$ cat src/rtl/sha256_message_hasher_assert.svh
// ----------------------------------------------------------------------------
// SHA-256 message hasher assertion macros
// Clocked checks on clk, disabled while arst_n is low.
// ----------------------------------------------------------------------------
`ifndef SHA256_MESSAGE_HASHER_ASSERT_SVH
`define SHA256_MESSAGE_HASHER_ASSERT_SVH

// same-cycle implication
`define SHAMH_ASSERT_NOW(lbl, ante, cons) \
	lbl: assert property (@(posedge clk) disable iff (!arst_n) (ante) |-> (cons)) \
		else $error("shamh check failed");

// next-cycle implication
`define SHAMH_ASSERT_NEXT(lbl, ante, cons) \
	lbl: assert property (@(posedge clk) disable iff (!arst_n) (ante) |=> (cons)) \
		else $error("shamh check failed");

`endif

$ cat src/rtl/shamh_pkg.sv
`timescale 1ns / 1ps
// ----------------------------------------------------------------------------
// SHA-256 message hasher package
// Shared types, round constants and initial hash values.
// ----------------------------------------------------------------------------
package shamh_pkg;

	typedef logic [31:0] word_t;
	typedef logic [7:0][31:0] chain_t;

	typedef struct packed {
		logic       put_en;
		logic [7:0] put_byte;
		logic       start;
		logic       init;
	} shamh_ctl_t;

	typedef enum logic [2:0] {
		ST_IDLE,
		ST_HASH,
		ST_PAD80,
		ST_PADZ,
		ST_LEN,
		ST_OUT
	} shamh_state_t;

	localparam logic [7:0] PAD_MARK   = 8'h80;
	localparam logic [7:0] PAD_ZERO   = 8'h00;
	localparam logic [5:0] LEN_START  = 6'd56;
	localparam logic [5:0] FILL_LAST  = 6'd63;
	localparam logic [2:0] LAST_WORD  = 3'd7;
	localparam logic [5:0] ROUND_LAST = 6'd63;

	localparam chain_t INIT_H = '{
		0: 32'h6a09e667, 1: 32'hbb67ae85, 2: 32'h3c6ef372, 3: 32'ha54ff53a,
		4: 32'h510e527f, 5: 32'h9b05688c, 6: 32'h1f83d9ab, 7: 32'h5be0cd19
	};

	localparam word_t ROUND_K [64] = '{
		32'h428a2f98, 32'h71374491, 32'hb5c0fbcf, 32'he9b5dba5,
		32'h3956c25b, 32'h59f111f1, 32'h923f82a4, 32'hab1c5ed5,
		32'hd807aa98, 32'h12835b01, 32'h243185be, 32'h550c7dc3,
		32'h72be5d74, 32'h80deb1fe, 32'h9bdc06a7, 32'hc19bf174,
		32'he49b69c1, 32'hefbe4786, 32'h0fc19dc6, 32'h240ca1cc,
		32'h2de92c6f, 32'h4a7484aa, 32'h5cb0a9dc, 32'h76f988da,
		32'h983e5152, 32'ha831c66d, 32'hb00327c8, 32'hbf597fc7,
		32'hc6e00bf3, 32'hd5a79147, 32'h06ca6351, 32'h14292967,
		32'h27b70a85, 32'h2e1b2138, 32'h4d2c6dfc, 32'h53380d13,
		32'h650a7354, 32'h766a0abb, 32'h81c2c92e, 32'h92722c85,
		32'ha2bfe8a1, 32'ha81a664b, 32'hc24b8b70, 32'hc76c51a3,
		32'hd192e819, 32'hd6990624, 32'hf40e3585, 32'h106aa070,
		32'h19a4c116, 32'h1e376c08, 32'h2748774c, 32'h34b0bcb5,
		32'h391c0cb3, 32'h4ed8aa4a, 32'h5b9cca4f, 32'h682e6ff3,
		32'h748f82ee, 32'h78a5636f, 32'h84c87814, 32'h8cc70208,
		32'h90befffa, 32'ha4506ceb, 32'hbef9a3f7, 32'hc67178f2
	};

endpackage

$ cat src/rtl/shamh_core.sv
`timescale 1ns / 1ps
// ----------------------------------------------------------------------------
// SHA-256 compression core
// Byte-wide block window plus one round unit reused for 64 rounds.
// ----------------------------------------------------------------------------
module shamh_core import shamh_pkg::*; (
	input  logic       clk,
	input  logic       arst_n,
	input  shamh_ctl_t ctl,
	output logic       done,
	output chain_t     chain
);

	chain_t     chain_q;
	chain_t     v_q;
	word_t      win_q [16];
	logic       run_q;
	logic       add_q;
	logic [5:0] round_q;

	word_t t1;
	word_t t2;
	word_t w_new;

	function automatic word_t rotr(word_t x, int unsigned n);
		return (x >> n) | (x << (32 - n));
	endfunction

	function automatic word_t big_sig0(word_t x);
		return rotr(x, 2) ^ rotr(x, 13) ^ rotr(x, 22);
	endfunction

	function automatic word_t big_sig1(word_t x);
		return rotr(x, 6) ^ rotr(x, 11) ^ rotr(x, 25);
	endfunction

	function automatic word_t sml_sig0(word_t x);
		return rotr(x, 7) ^ rotr(x, 18) ^ (x >> 3);
	endfunction

	function automatic word_t sml_sig1(word_t x);
		return rotr(x, 17) ^ rotr(x, 19) ^ (x >> 10);
	endfunction

	always_comb begin
		t1 = v_q[7] + big_sig1(v_q[4]) + ((v_q[4] & v_q[5]) ^ (~v_q[4] & v_q[6]))
			+ ROUND_K[round_q] + win_q[0];
		t2 = big_sig0(v_q[0]) + ((v_q[0] & v_q[1]) ^ (v_q[0] & v_q[2]) ^ (v_q[1] & v_q[2]));
		w_new = win_q[0] + sml_sig0(win_q[1]) + win_q[9] + sml_sig1(win_q[14]);
	end

	// window: win_q[0] is the oldest schedule word
	always_ff @(posedge clk) begin
		if (ctl.put_en) begin
			for (int j = 0; j < 15; j++) begin
				win_q[j] <= {win_q[j][23:0], win_q[j + 1][31:24]};
			end
			win_q[15] <= {win_q[15][23:0], ctl.put_byte};
		end else if (run_q) begin
			for (int j = 0; j < 15; j++) begin
				win_q[j] <= win_q[j + 1];
			end
			win_q[15] <= w_new;
		end
	end

	always_ff @(posedge clk) begin
		if (ctl.start) begin
			v_q <= chain_q;
		end else if (run_q) begin
			v_q[7] <= v_q[6];
			v_q[6] <= v_q[5];
			v_q[5] <= v_q[4];
			v_q[4] <= v_q[3] + t1;
			v_q[3] <= v_q[2];
			v_q[2] <= v_q[1];
			v_q[1] <= v_q[0];
			v_q[0] <= t1 + t2;
		end
	end

	always_ff @(posedge clk or negedge arst_n) begin
		if (!arst_n) begin
			chain_q <= INIT_H;
			run_q   <= 1'b0;
			add_q   <= 1'b0;
			round_q <= '0;
		end else begin
			if (ctl.start) begin
				run_q   <= 1'b1;
				round_q <= '0;
			end else if (run_q) begin
				round_q <= round_q + 6'd1;
				if (round_q == ROUND_LAST) begin
					run_q <= 1'b0;
					add_q <= 1'b1;
				end
			end
			if (add_q) begin
				add_q <= 1'b0;
				for (int i = 0; i < 8; i++) begin
					chain_q[i] <= chain_q[i] + v_q[i];
				end
			end else if (ctl.init) begin
				chain_q <= INIT_H;
			end
		end
	end

	assign done  = add_q;
	assign chain = chain_q;

endmodule

$ cat src/rtl/sha256_message_hasher.sv
`timescale 1ns / 1ps
// ----------------------------------------------------------------------------
// SHA-256 message hasher
// Byte-stream in, eight-word digest out, one round per cycle.
// ----------------------------------------------------------------------------
// Input channel s_*: one item per byte; s_tuser flags a present byte, s_tlast
// ends the message (with or without a byte, so an empty message works).
// Output channel m_*: the digest as eight items, word 0 (most significant)
// first, m_tlast on the eighth.
// Throughput: a byte is taken every cycle until the 64th byte of a block;
// that block then runs 64 rounds on the shared round unit plus one add
// step, so s_tready is low until that add is done.
// On the end item the block pads one byte per cycle outside compression
// (0x80, zeros, eight length bytes, an idle ST_PADZ step before the length),
// compressing once or twice, then presents the digest. s_tready stays low
// until the last digest item is taken; a stalled receiver holds the digest.
// Reset (arst_n low) restores the initial hash values and empty counts; the
// same happens after every digest. No clearing pass is needed.
// ----------------------------------------------------------------------------
`include "sha256_message_hasher_assert.svh"

module sha256_message_hasher import shamh_pkg::*; (
	input  logic        clk,
	input  logic        arst_n,
	input  logic        s_tvalid,
	output logic        s_tready,
	input  logic [7:0]  s_tdata,   // [7:0] data_byte
	input  logic [0:0]  s_tuser,   // [0] byte_present
	input  logic        s_tlast,   // end_of_message
	output logic        m_tvalid,
	input  logic        m_tready,
	output logic [31:0] m_tdata,   // [31:0] digest_word
	output logic [2:0]  m_tuser,   // [2:0] word_number
	output logic        m_tlast    // final_word
);

	shamh_state_t state_q, state_d;
	shamh_state_t ret_q, ret_d;
	logic [5:0]   fill_q;
	logic [60:0]  msg_q;
	logic [2:0]   len_q;
	logic [2:0]   word_q;

	shamh_ctl_t ctl;
	logic       done;
	chain_t     chain;
	logic       blk_full;
	logic       in_acc;
	logic       out_acc;
	logic       out_end;
	logic [63:0] len_bits;
	logic [5:0]  len_sel;

	assign in_acc   = s_tvalid && s_tready;
	assign out_acc  = m_tvalid && m_tready;
	assign out_end  = out_acc && (word_q == LAST_WORD);
	assign blk_full = ctl.put_en && (fill_q == FILL_LAST);
	assign len_bits = {msg_q, 3'b000};
	assign len_sel  = {~len_q, 3'b000};

	shamh_core u_core (
		.clk    (clk),
		.arst_n (arst_n),
		.ctl    (ctl),
		.done   (done),
		.chain  (chain)
	);

	// next state
	always_comb begin
		state_d = state_q;
		ret_d   = ret_q;
		unique case (state_q)
			ST_IDLE: begin
				if (s_tvalid) begin
					if (blk_full) begin
						state_d = ST_HASH;
						ret_d   = s_tlast ? ST_PAD80 : ST_IDLE;
					end else if (s_tlast) begin
						state_d = ST_PAD80;
					end
				end
			end
			ST_HASH: begin
				if (done) begin
					state_d = ret_q;
				end
			end
			ST_PAD80: begin
				state_d = blk_full ? ST_HASH : ST_PADZ;
				ret_d   = ST_PADZ;
			end
			ST_PADZ: begin
				if (fill_q == LEN_START) begin
					state_d = ST_LEN;
				end else if (blk_full) begin
					state_d = ST_HASH;
					ret_d   = ST_PADZ;
				end
			end
			ST_LEN: begin
				if (len_q == LAST_WORD) begin
					state_d = ST_HASH;
					ret_d   = ST_OUT;
				end
			end
			ST_OUT: begin
				if (out_end) begin
					state_d = ST_IDLE;
				end
			end
			default: begin
				state_d = ST_IDLE;
			end
		endcase
	end

	// outputs
	always_comb begin
		ctl.put_en   = 1'b0;
		ctl.put_byte = PAD_ZERO;
		ctl.init     = 1'b0;
		s_tready     = 1'b0;
		m_tvalid     = 1'b0;
		unique case (state_q)
			ST_IDLE: begin
				s_tready     = 1'b1;
				ctl.put_en   = s_tvalid && s_tuser[0];
				ctl.put_byte = s_tdata;
			end
			ST_PAD80: begin
				ctl.put_en   = 1'b1;
				ctl.put_byte = PAD_MARK;
			end
			ST_PADZ: begin
				ctl.put_en = (fill_q != LEN_START);
			end
			ST_LEN: begin
				ctl.put_en   = 1'b1;
				ctl.put_byte = len_bits[len_sel +: 8];
			end
			ST_OUT: begin
				m_tvalid = 1'b1;
				ctl.init = out_end;
			end
			default: begin
			end
		endcase
		ctl.start = blk_full;
	end

	assign m_tdata = chain[word_q];
	assign m_tuser = word_q;
	assign m_tlast = (word_q == LAST_WORD);

	always_ff @(posedge clk or negedge arst_n) begin
		if (!arst_n) begin
			state_q <= ST_IDLE;
			ret_q   <= ST_IDLE;
			fill_q  <= '0;
			msg_q   <= '0;
			len_q   <= '0;
			word_q  <= '0;
		end else begin
			state_q <= state_d;
			ret_q   <= ret_d;
			if (ctl.put_en) begin
				fill_q <= fill_q + 6'd1;
			end
			if (in_acc && s_tuser[0]) begin
				msg_q <= msg_q + 61'd1;
			end
			if (state_q == ST_LEN) begin
				len_q <= len_q + 3'd1;
			end
			if (out_acc) begin
				word_q <= word_q + 3'd1;
			end
			if (out_end) begin
				fill_q <= '0;
				msg_q  <= '0;
				len_q  <= '0;
			end
		end
	end

	`SHAMH_ASSERT_NOW(a_one_side, s_tready, !m_tvalid)
	`SHAMH_ASSERT_NOW(a_done_hash, done, state_q == ST_HASH)
	`SHAMH_ASSERT_NOW(a_len_fill, state_q == ST_LEN, fill_q == {3'b111, len_q})
	`SHAMH_ASSERT_NEXT(a_clean_end, out_end, fill_q == 6'd0 && msg_q == 61'd0)
	`SHAMH_ASSERT_NOW(a_out_aligned, state_q == ST_OUT, fill_q == 6'd0)

endmodule

$ cat config.mk
export PLATFORM = sky130hd
export DESIGN_NAME = sha256_message_hasher
export DESIGN_NICKNAME = d
export VERILOG_FILES = /design/src/rtl/shamh_pkg.sv /design/src/rtl/shamh_core.sv /design/src/rtl/sha256_message_hasher.sv
export VERILOG_INCLUDE_DIRS = /design/src /design/src/rtl
export SDC_FILE = /design/constraint.sdc
export NUM_CORES = 2
export LEC_CHECK = 0
export BUFFER_PORTS_ARGS = -buffer_cell sky130_fd_sc_hd__buf_2
export CAP_MARGIN = 10
export CORE_ASPECT_RATIO = 2
export CORE_MARGIN = 10
export CORE_UTILIZATION = 50
export DETAILED_ROUTE_END_ITERATION = 10
export HOLD_SLACK_MARGIN = 0.02
export PLACE_DENSITY = 0.64
export SLEW_MARGIN = 10
export SYNTH_ARGS = -nofsm -noshare
export SYNTH_HDL_FRONTEND = slang
export SYNTH_HIERARCHICAL = 1
export SYNTH_SLANG_ARGS = --single-unit
$ cat constraint.sdc
create_clock -name clk -period 9.8 [get_ports clk]
set_input_delay 2.94 -clock clk [delete_from_list [all_inputs] [get_ports clk]]
set_output_delay 2.94 -clock clk [all_outputs]
set_load 0.01 [all_outputs]
# [After elaboration in Yosys (flattened, before gate mapping)]
# Memory sizes are Yosys's and may differ from the RTL's.
# Index checks and enable logic that the tools add are counted.
[word_totals] reg_bits=599 ramBits=512 mem_bits_ro=2048 inputBits=14 out_inout_bits=38 wordCells=200 n_memories=2
[op_classes] addsub=23 magnitude_cmp=2 n_eq_ne=20 shift=1 muxes=66 bitwise=45 n_reduce_logical=16
[memory_table] memory="(name not given)" words=64 width=32 read_ports=1 rd_ports_with_merged_regs=0 wr=0 line_no="shamh_core.sv:47" rtl="+ ROUND_K[round_q] + win_q[0];"
[memory_table] memory="u_core.win_q" words=16 width=32 read_ports=16 rd_ports_with_merged_regs=0 wr=16 line_no="shamh_core.sv:16" rtl="word_t win_q [16];"
[ops] cell="256-bit 2-to-1 mux" count=4
[ops] cell="32-bit 2-to-1 mux" count=19
[ops] cell="32-bit adder" count=18
[ops] cell="32-bit XOR" count=9
[ops] cell="32-bit bitwise AND" count=5
[ops] cell="61-bit 2-to-1 mux" count=2
[ops] cell="32-bit binary-select mux with 3-bit select" count=1
[ops] cell="64-bit by 7-bit variable part select with 8-bit output" count=1
[ops] cell="61-bit by 1-bit adder with 61-bit output, second input constant" count=1
[ops] cell="3-bit 2-to-1 mux" count=15
[ops] cell="32-bit NOT" count=1
[ops] cell="10-bit by 32-bit OR with 32-bit output" count=1
[ops] cell="13-bit by 32-bit OR with 32-bit output" count=1
[ops] cell="14-bit by 32-bit OR with 32-bit output" count=1
[ops] cell="15-bit by 32-bit OR with 32-bit output" count=1
[ops] cell="19-bit by 32-bit OR with 32-bit output" count=1
[ops] cell="21-bit by 32-bit OR with 32-bit output" count=1
[ops] cell="25-bit by 32-bit OR with 32-bit output" count=1
[ops] cell="26-bit by 32-bit OR with 32-bit output" count=1
[ops] cell="30-bit by 32-bit OR with 32-bit output" count=1
[ops] cell="7-bit by 32-bit OR with 32-bit output" count=1
[ops] cell="32-bit by 22-bit XOR with 32-bit output" count=1
[ops] cell="32-bit by 29-bit XOR with 32-bit output" count=1
[ops] cell="6-bit 2-to-1 mux" count=4
[ops] cell="other kinds (27)" count=81

# [Longest topological paths before layout]
[depth] ltp_word=10 depth_mapped=38 mapped_depth_nobuf=36

# [By module]
# Netlist, hierarchy kept.
[by_module_without_submodules] module="shamh_core" instances=1 cells_per_inst=6346 area_each_um2=69576.7 seq_area_each_um2=29838.6
[by_module_without_submodules] module="sha256_message_hasher" instances=1 cells_per_inst=648 area_each_um2=6767.7 seq_area_each_um2=1976.9

# [Worst setup path before layout]
# No wires, ideal clock.
[synth_timing] path_type="input to register" start="input port s_tvalid" end="memory u_core/win_q[0][0] in the netlist's numbering (enable)" setup_time_ns=0.667 arrival_ns=10.709 required_ns=9.133 setup_slack_ns=-1.576 path_stages=9 n_path_buf=4 cell_sequence="nand2_1 > and3_1 > a221o_1 > clkbuf_1 > inv_1 > clkbuf_1 > clkbuf_1 > clkbuf_1 > or2_2"
[synth_rtl] element="from (decl)" line_no="sha256_message_hasher.sv:25" rtl="input logic s_tvalid,"
[synth_rtl] element="to (decl)" line_no="shamh_core.sv:16"

# [Worst setup path after layout]
[layout_timing] start="register u_core.round_q[2]" end="register u_core/v_q[31] in the netlist's numbering (data pin)"
[layout_between] elab_chain_cells=9
[layout_rtl] element="from (decl)" line_no="shamh_core.sv:19" rtl="logic [5:0] round_q;"
[layout_rtl] element="from (signal assigned)" line_no="shamh_core.sv:93" rtl="round_q <= round_q + 6'd1;"
[layout_rtl] element="6-bit NOT with 7-bit output (implied by the code)" line_no="shamh_core.sv:47"
[layout_rtl] element="memory read 64 x 32 bit"
[layout_rtl] element="32-bit 2-to-1 mux (implied by the code) (2 in a row)" line_no="shamh_core.sv:47"
[layout_rtl] element="32-bit adder (2 in a row)" line_no="shamh_core.sv:47"
[layout_rtl] element="32-bit adder" line_no="shamh_core.sv:78" rtl="v_q[0] <= t1 + t2;"
[layout_rtl] element="256-bit 2-to-1 mux" line_no="shamh_core.sv:70" rtl="end else if (run_q) begin"
[layout_rtl] element="256-bit 2-to-1 mux" line_no="shamh_core.sv:68" rtl="if (ctl.start) begin"
[layout_rtl] element="to (signal assigned)" line_no="shamh_core.sv:69" rtl="v_q <= chain_q;"
[layout_rtl] element="to (decl)" line_no="shamh_core.sv:15" rtl="chain_t v_q;"
# No other way between the ends. The select of a mux whose other input is x is not followed.
# A chain may end at the register's enable or synchronous reset.

==> results.ini <==
[setup_path]
crit_slowest_cell = a21oi_1
crit_path_max_fanout = 15
arrival_ns = 9.76
cp_common_cell = buf_4
cp.required_ns = 10.27
crit_path_end_kind = register
slowest_delay_ns = 0.51
critical_path_class = reg2reg
startpoint_type = register

[place]
numPortBuffers = 51
place.gp.congestion = 1.02
dp_hpwl_microns = 199000

[layout]
nNetsFinal = 7531
area_growth_pct = 7.91
post-route-util = 0.543
drive_gt1_frac = 0.191

[logic_synthesis]
yosysSeqAreaShare = 0.417
synth.avg_cell_area_sq_um = 10.9
synth_seq_cells = 1111
ys.flop_type = edfxtp_1
synth_nets = 7603
synth_edf_count = 768
syn_area_sq_um = 76300
async_flop_share = 0.309
synth.distinct_cells = 106
syn_inst = 6994
ys_warn_count = 6

[sta]
slew_viol_final = 0
period_share = 0.948
hold_viol_final = 0
fin_skew_ns = 0.0845
slew-limit-headroom = 0.208
grt_setup_unrepaired = false
min_period_ns = 9.29
worst_pin_slew_ns = 1.18
tns_ns = 0
timing.fmax_mhz = 108
setup_viol = 0

[floorplan]
die_h_microns = 573
core_area_sq_um = 152000
io-pin-count = 52
fp-row-count = 202
initial_core_util = 0.503
dieWidth_microns = 296
dieArea_sq_um = 170000

[clock_tree]
cts_buffer_depth = 3
clkTransAtPathRegs_ns = 0.07
clk-insertion-delay-late_ns = 0.76
postCtsHoldBufs = 0
cts_setup_buffers = 0
cts_sinks = 1111
cts_root_buffer = clkbuf_16
cts_inserted_buffers = 106
h-tree-depth = 3
cts_tree = done
ctsResizeCount = 0

[worst_hold_path]
hold_class = reg2reg

[grt]
grt_pass1_vias = 58200
grt.total_usage = 0.307
grt_start_max_net_pins = 172
grt_overflow = 0
grt_pass1_wl_microns = 382000
grt_antenna_before_repair = 6

[route]
routed_wirelength_microns = 264000
routedWlPerCell_microns = 29.4
drc = 0
num_vias = 56500
first_iter_violations = 4315
drtAntennaViolNets = 0
drt_first_pass_iters = 8
via_per_inst = 6.31

[run]
cap_violations = 0

[run_status]
status = finished, final reports clean

## synth_stat cells (all sizes together), types with 47 or more instances
cell / instances / area, sq um
nand2b: 57 / 357
xor2: 216 / 1890
a21oi: 486 / 2450
a211oi: 58 / 460
o211ai: 47 / 353
o21ai: 471 / 2360
fa: 195 / 3900
nand4: 53 / 332
inv: 388 / 1460
ha: 400 / 5000
nor3: 121 / 616
o21a: 51 / 383
mux4: 83 / 1870
or3: 56 / 350
mux2i: 47 / 470
nand2: 479 / 1800
dfrtp: 207 / 5180
nand3: 109 / 546
mux2: 702 / 7910
nor2: 355 / 1330
edfxtp: 768 / 23100
dfstp: 136 / 3570
xnor2: 386 / 3390
a21o: 196 / 1470
clkbuf: 315 / 1180
## final cells by class
type | count | area, sq um
Inverter | 392 | 1480
Antenna cell | 3 | 7.51
Multi-Input combinational cell | 5135 | 41800
Clock buffer | 138 | 2850
Tap cell | 1938 | 2420
Fill cell | 13300 | 69300
Sequential cell | 1111 | 31800
Clock inverter | 62 | 659
Timing Repair Buffer | 176 | 1370
## logic make-up (layout without fill, tap and decap cells)
kind of cell	Yosys count	count (layout)	synth area share
buf+inv	748	768	0.0370
xor+xnor	603	603	0.0695
fa+ha+maj	598	598	0.117
simple gates	1447	1447	0.0894
flops	1111	1111	0.417
compound gates	1655	1655	0.136
other cells	0	3	0
mux	832	832	0.134
## critical path: cells and delay by family, from the launching register on
family                     cells  cell delay [ns]
AOI/OAI and AO/OA             11             3.18
adders and majority gates      5             1.99
and+or+nand+nor                7             1.55
buffers and inverters          7             1.38
xor gates and xnor gates       3             0.52
DFF                            1             0.41
## routing by layer
| layer | track usage | up-vias | share of wire |
|---|---|---|---|
| met2 | 0.554 | 1958 | 0.52 |
| met3 | 0.0473 | 877 | 0.046 |
| met1 | 0.292 | 28300 | 0.32 |
| met4 | 0.293 | 2 | 0.11 |
| li1 | - | 25400 | - |
| met5 | 0 | - | 0.000034 |
## metrics by stage
step | worst slack [ns] | cell area [sq um] | instances | hold slack [ns]
after floorplan | 1.01 | 76300 | 6994 | 0.482
after global placement | 0.614 | 78800 | 8750 | 0.497
after detailed placement | 0.742 | 78800 | 8750 | 0.501
after CTS | 0.749 | 82300 | 8950 | 0.516
after global routing | 0.106 | 82400 | 8954 | 0.538
final | 0.514 | 82400 | 8955 | 0.518
## sequential cells by signal (all words and copies together) (netlist names)
name            flops
ret_q               3
u_core/chain      256
msg_q              61
state_q             3
len_q               3
u_core/win_q      512
u_core/run_q        1
u_core/round_q      6
u_core/done         1
u_core/v_q        256
fill_q              6
m_tuser             3
## cell usage in the layout (no fill, tap or decap), types with 47 or more instances in the layout
cell,count
o211ai_1,47
nand4_1,53
fa_1,195
buf_4,111
nand2b_1,57
edfxtp_1,768
a211oi_1,52
nor3_1,119
mux2_2,702
xnor2_1,384
o21ai_1,69
mux2i_1,47
a21oi_1,482
ha_1,400
a21o_1,196
nand2_1,479
buf_2,50
xor2_1,216
nand3_1,109
clkbuf_16,106
nor2_1,354
o21ai_0,400
dfrtp_1,200
or3_1,56
o21a_1,51
mux4_2,83
inv_1,383
dfstp_2,136
## path summary, 6_finish.rpt
kind,slack [ns],depth (start not counted),endpoint,start
min,0.52,1,ret_q[1],ret_q[1]
max reg2reg,0.51,33,u_core/v_q[31],u_core/round_q[2]
max,0.51,33,u_core/v_q[31],u_core/round_q[2]
max in group asynchronous,6.19,2,msg_q[14],arst_n
min reg2reg,0.52,1,ret_q[1],ret_q[1]
min in group asynchronous,2.09,1,u_core/chain[90],arst_n
Power is not shown: default switching activity piles up to over one toggle a cycle in this logic, so the estimate is an artifact.
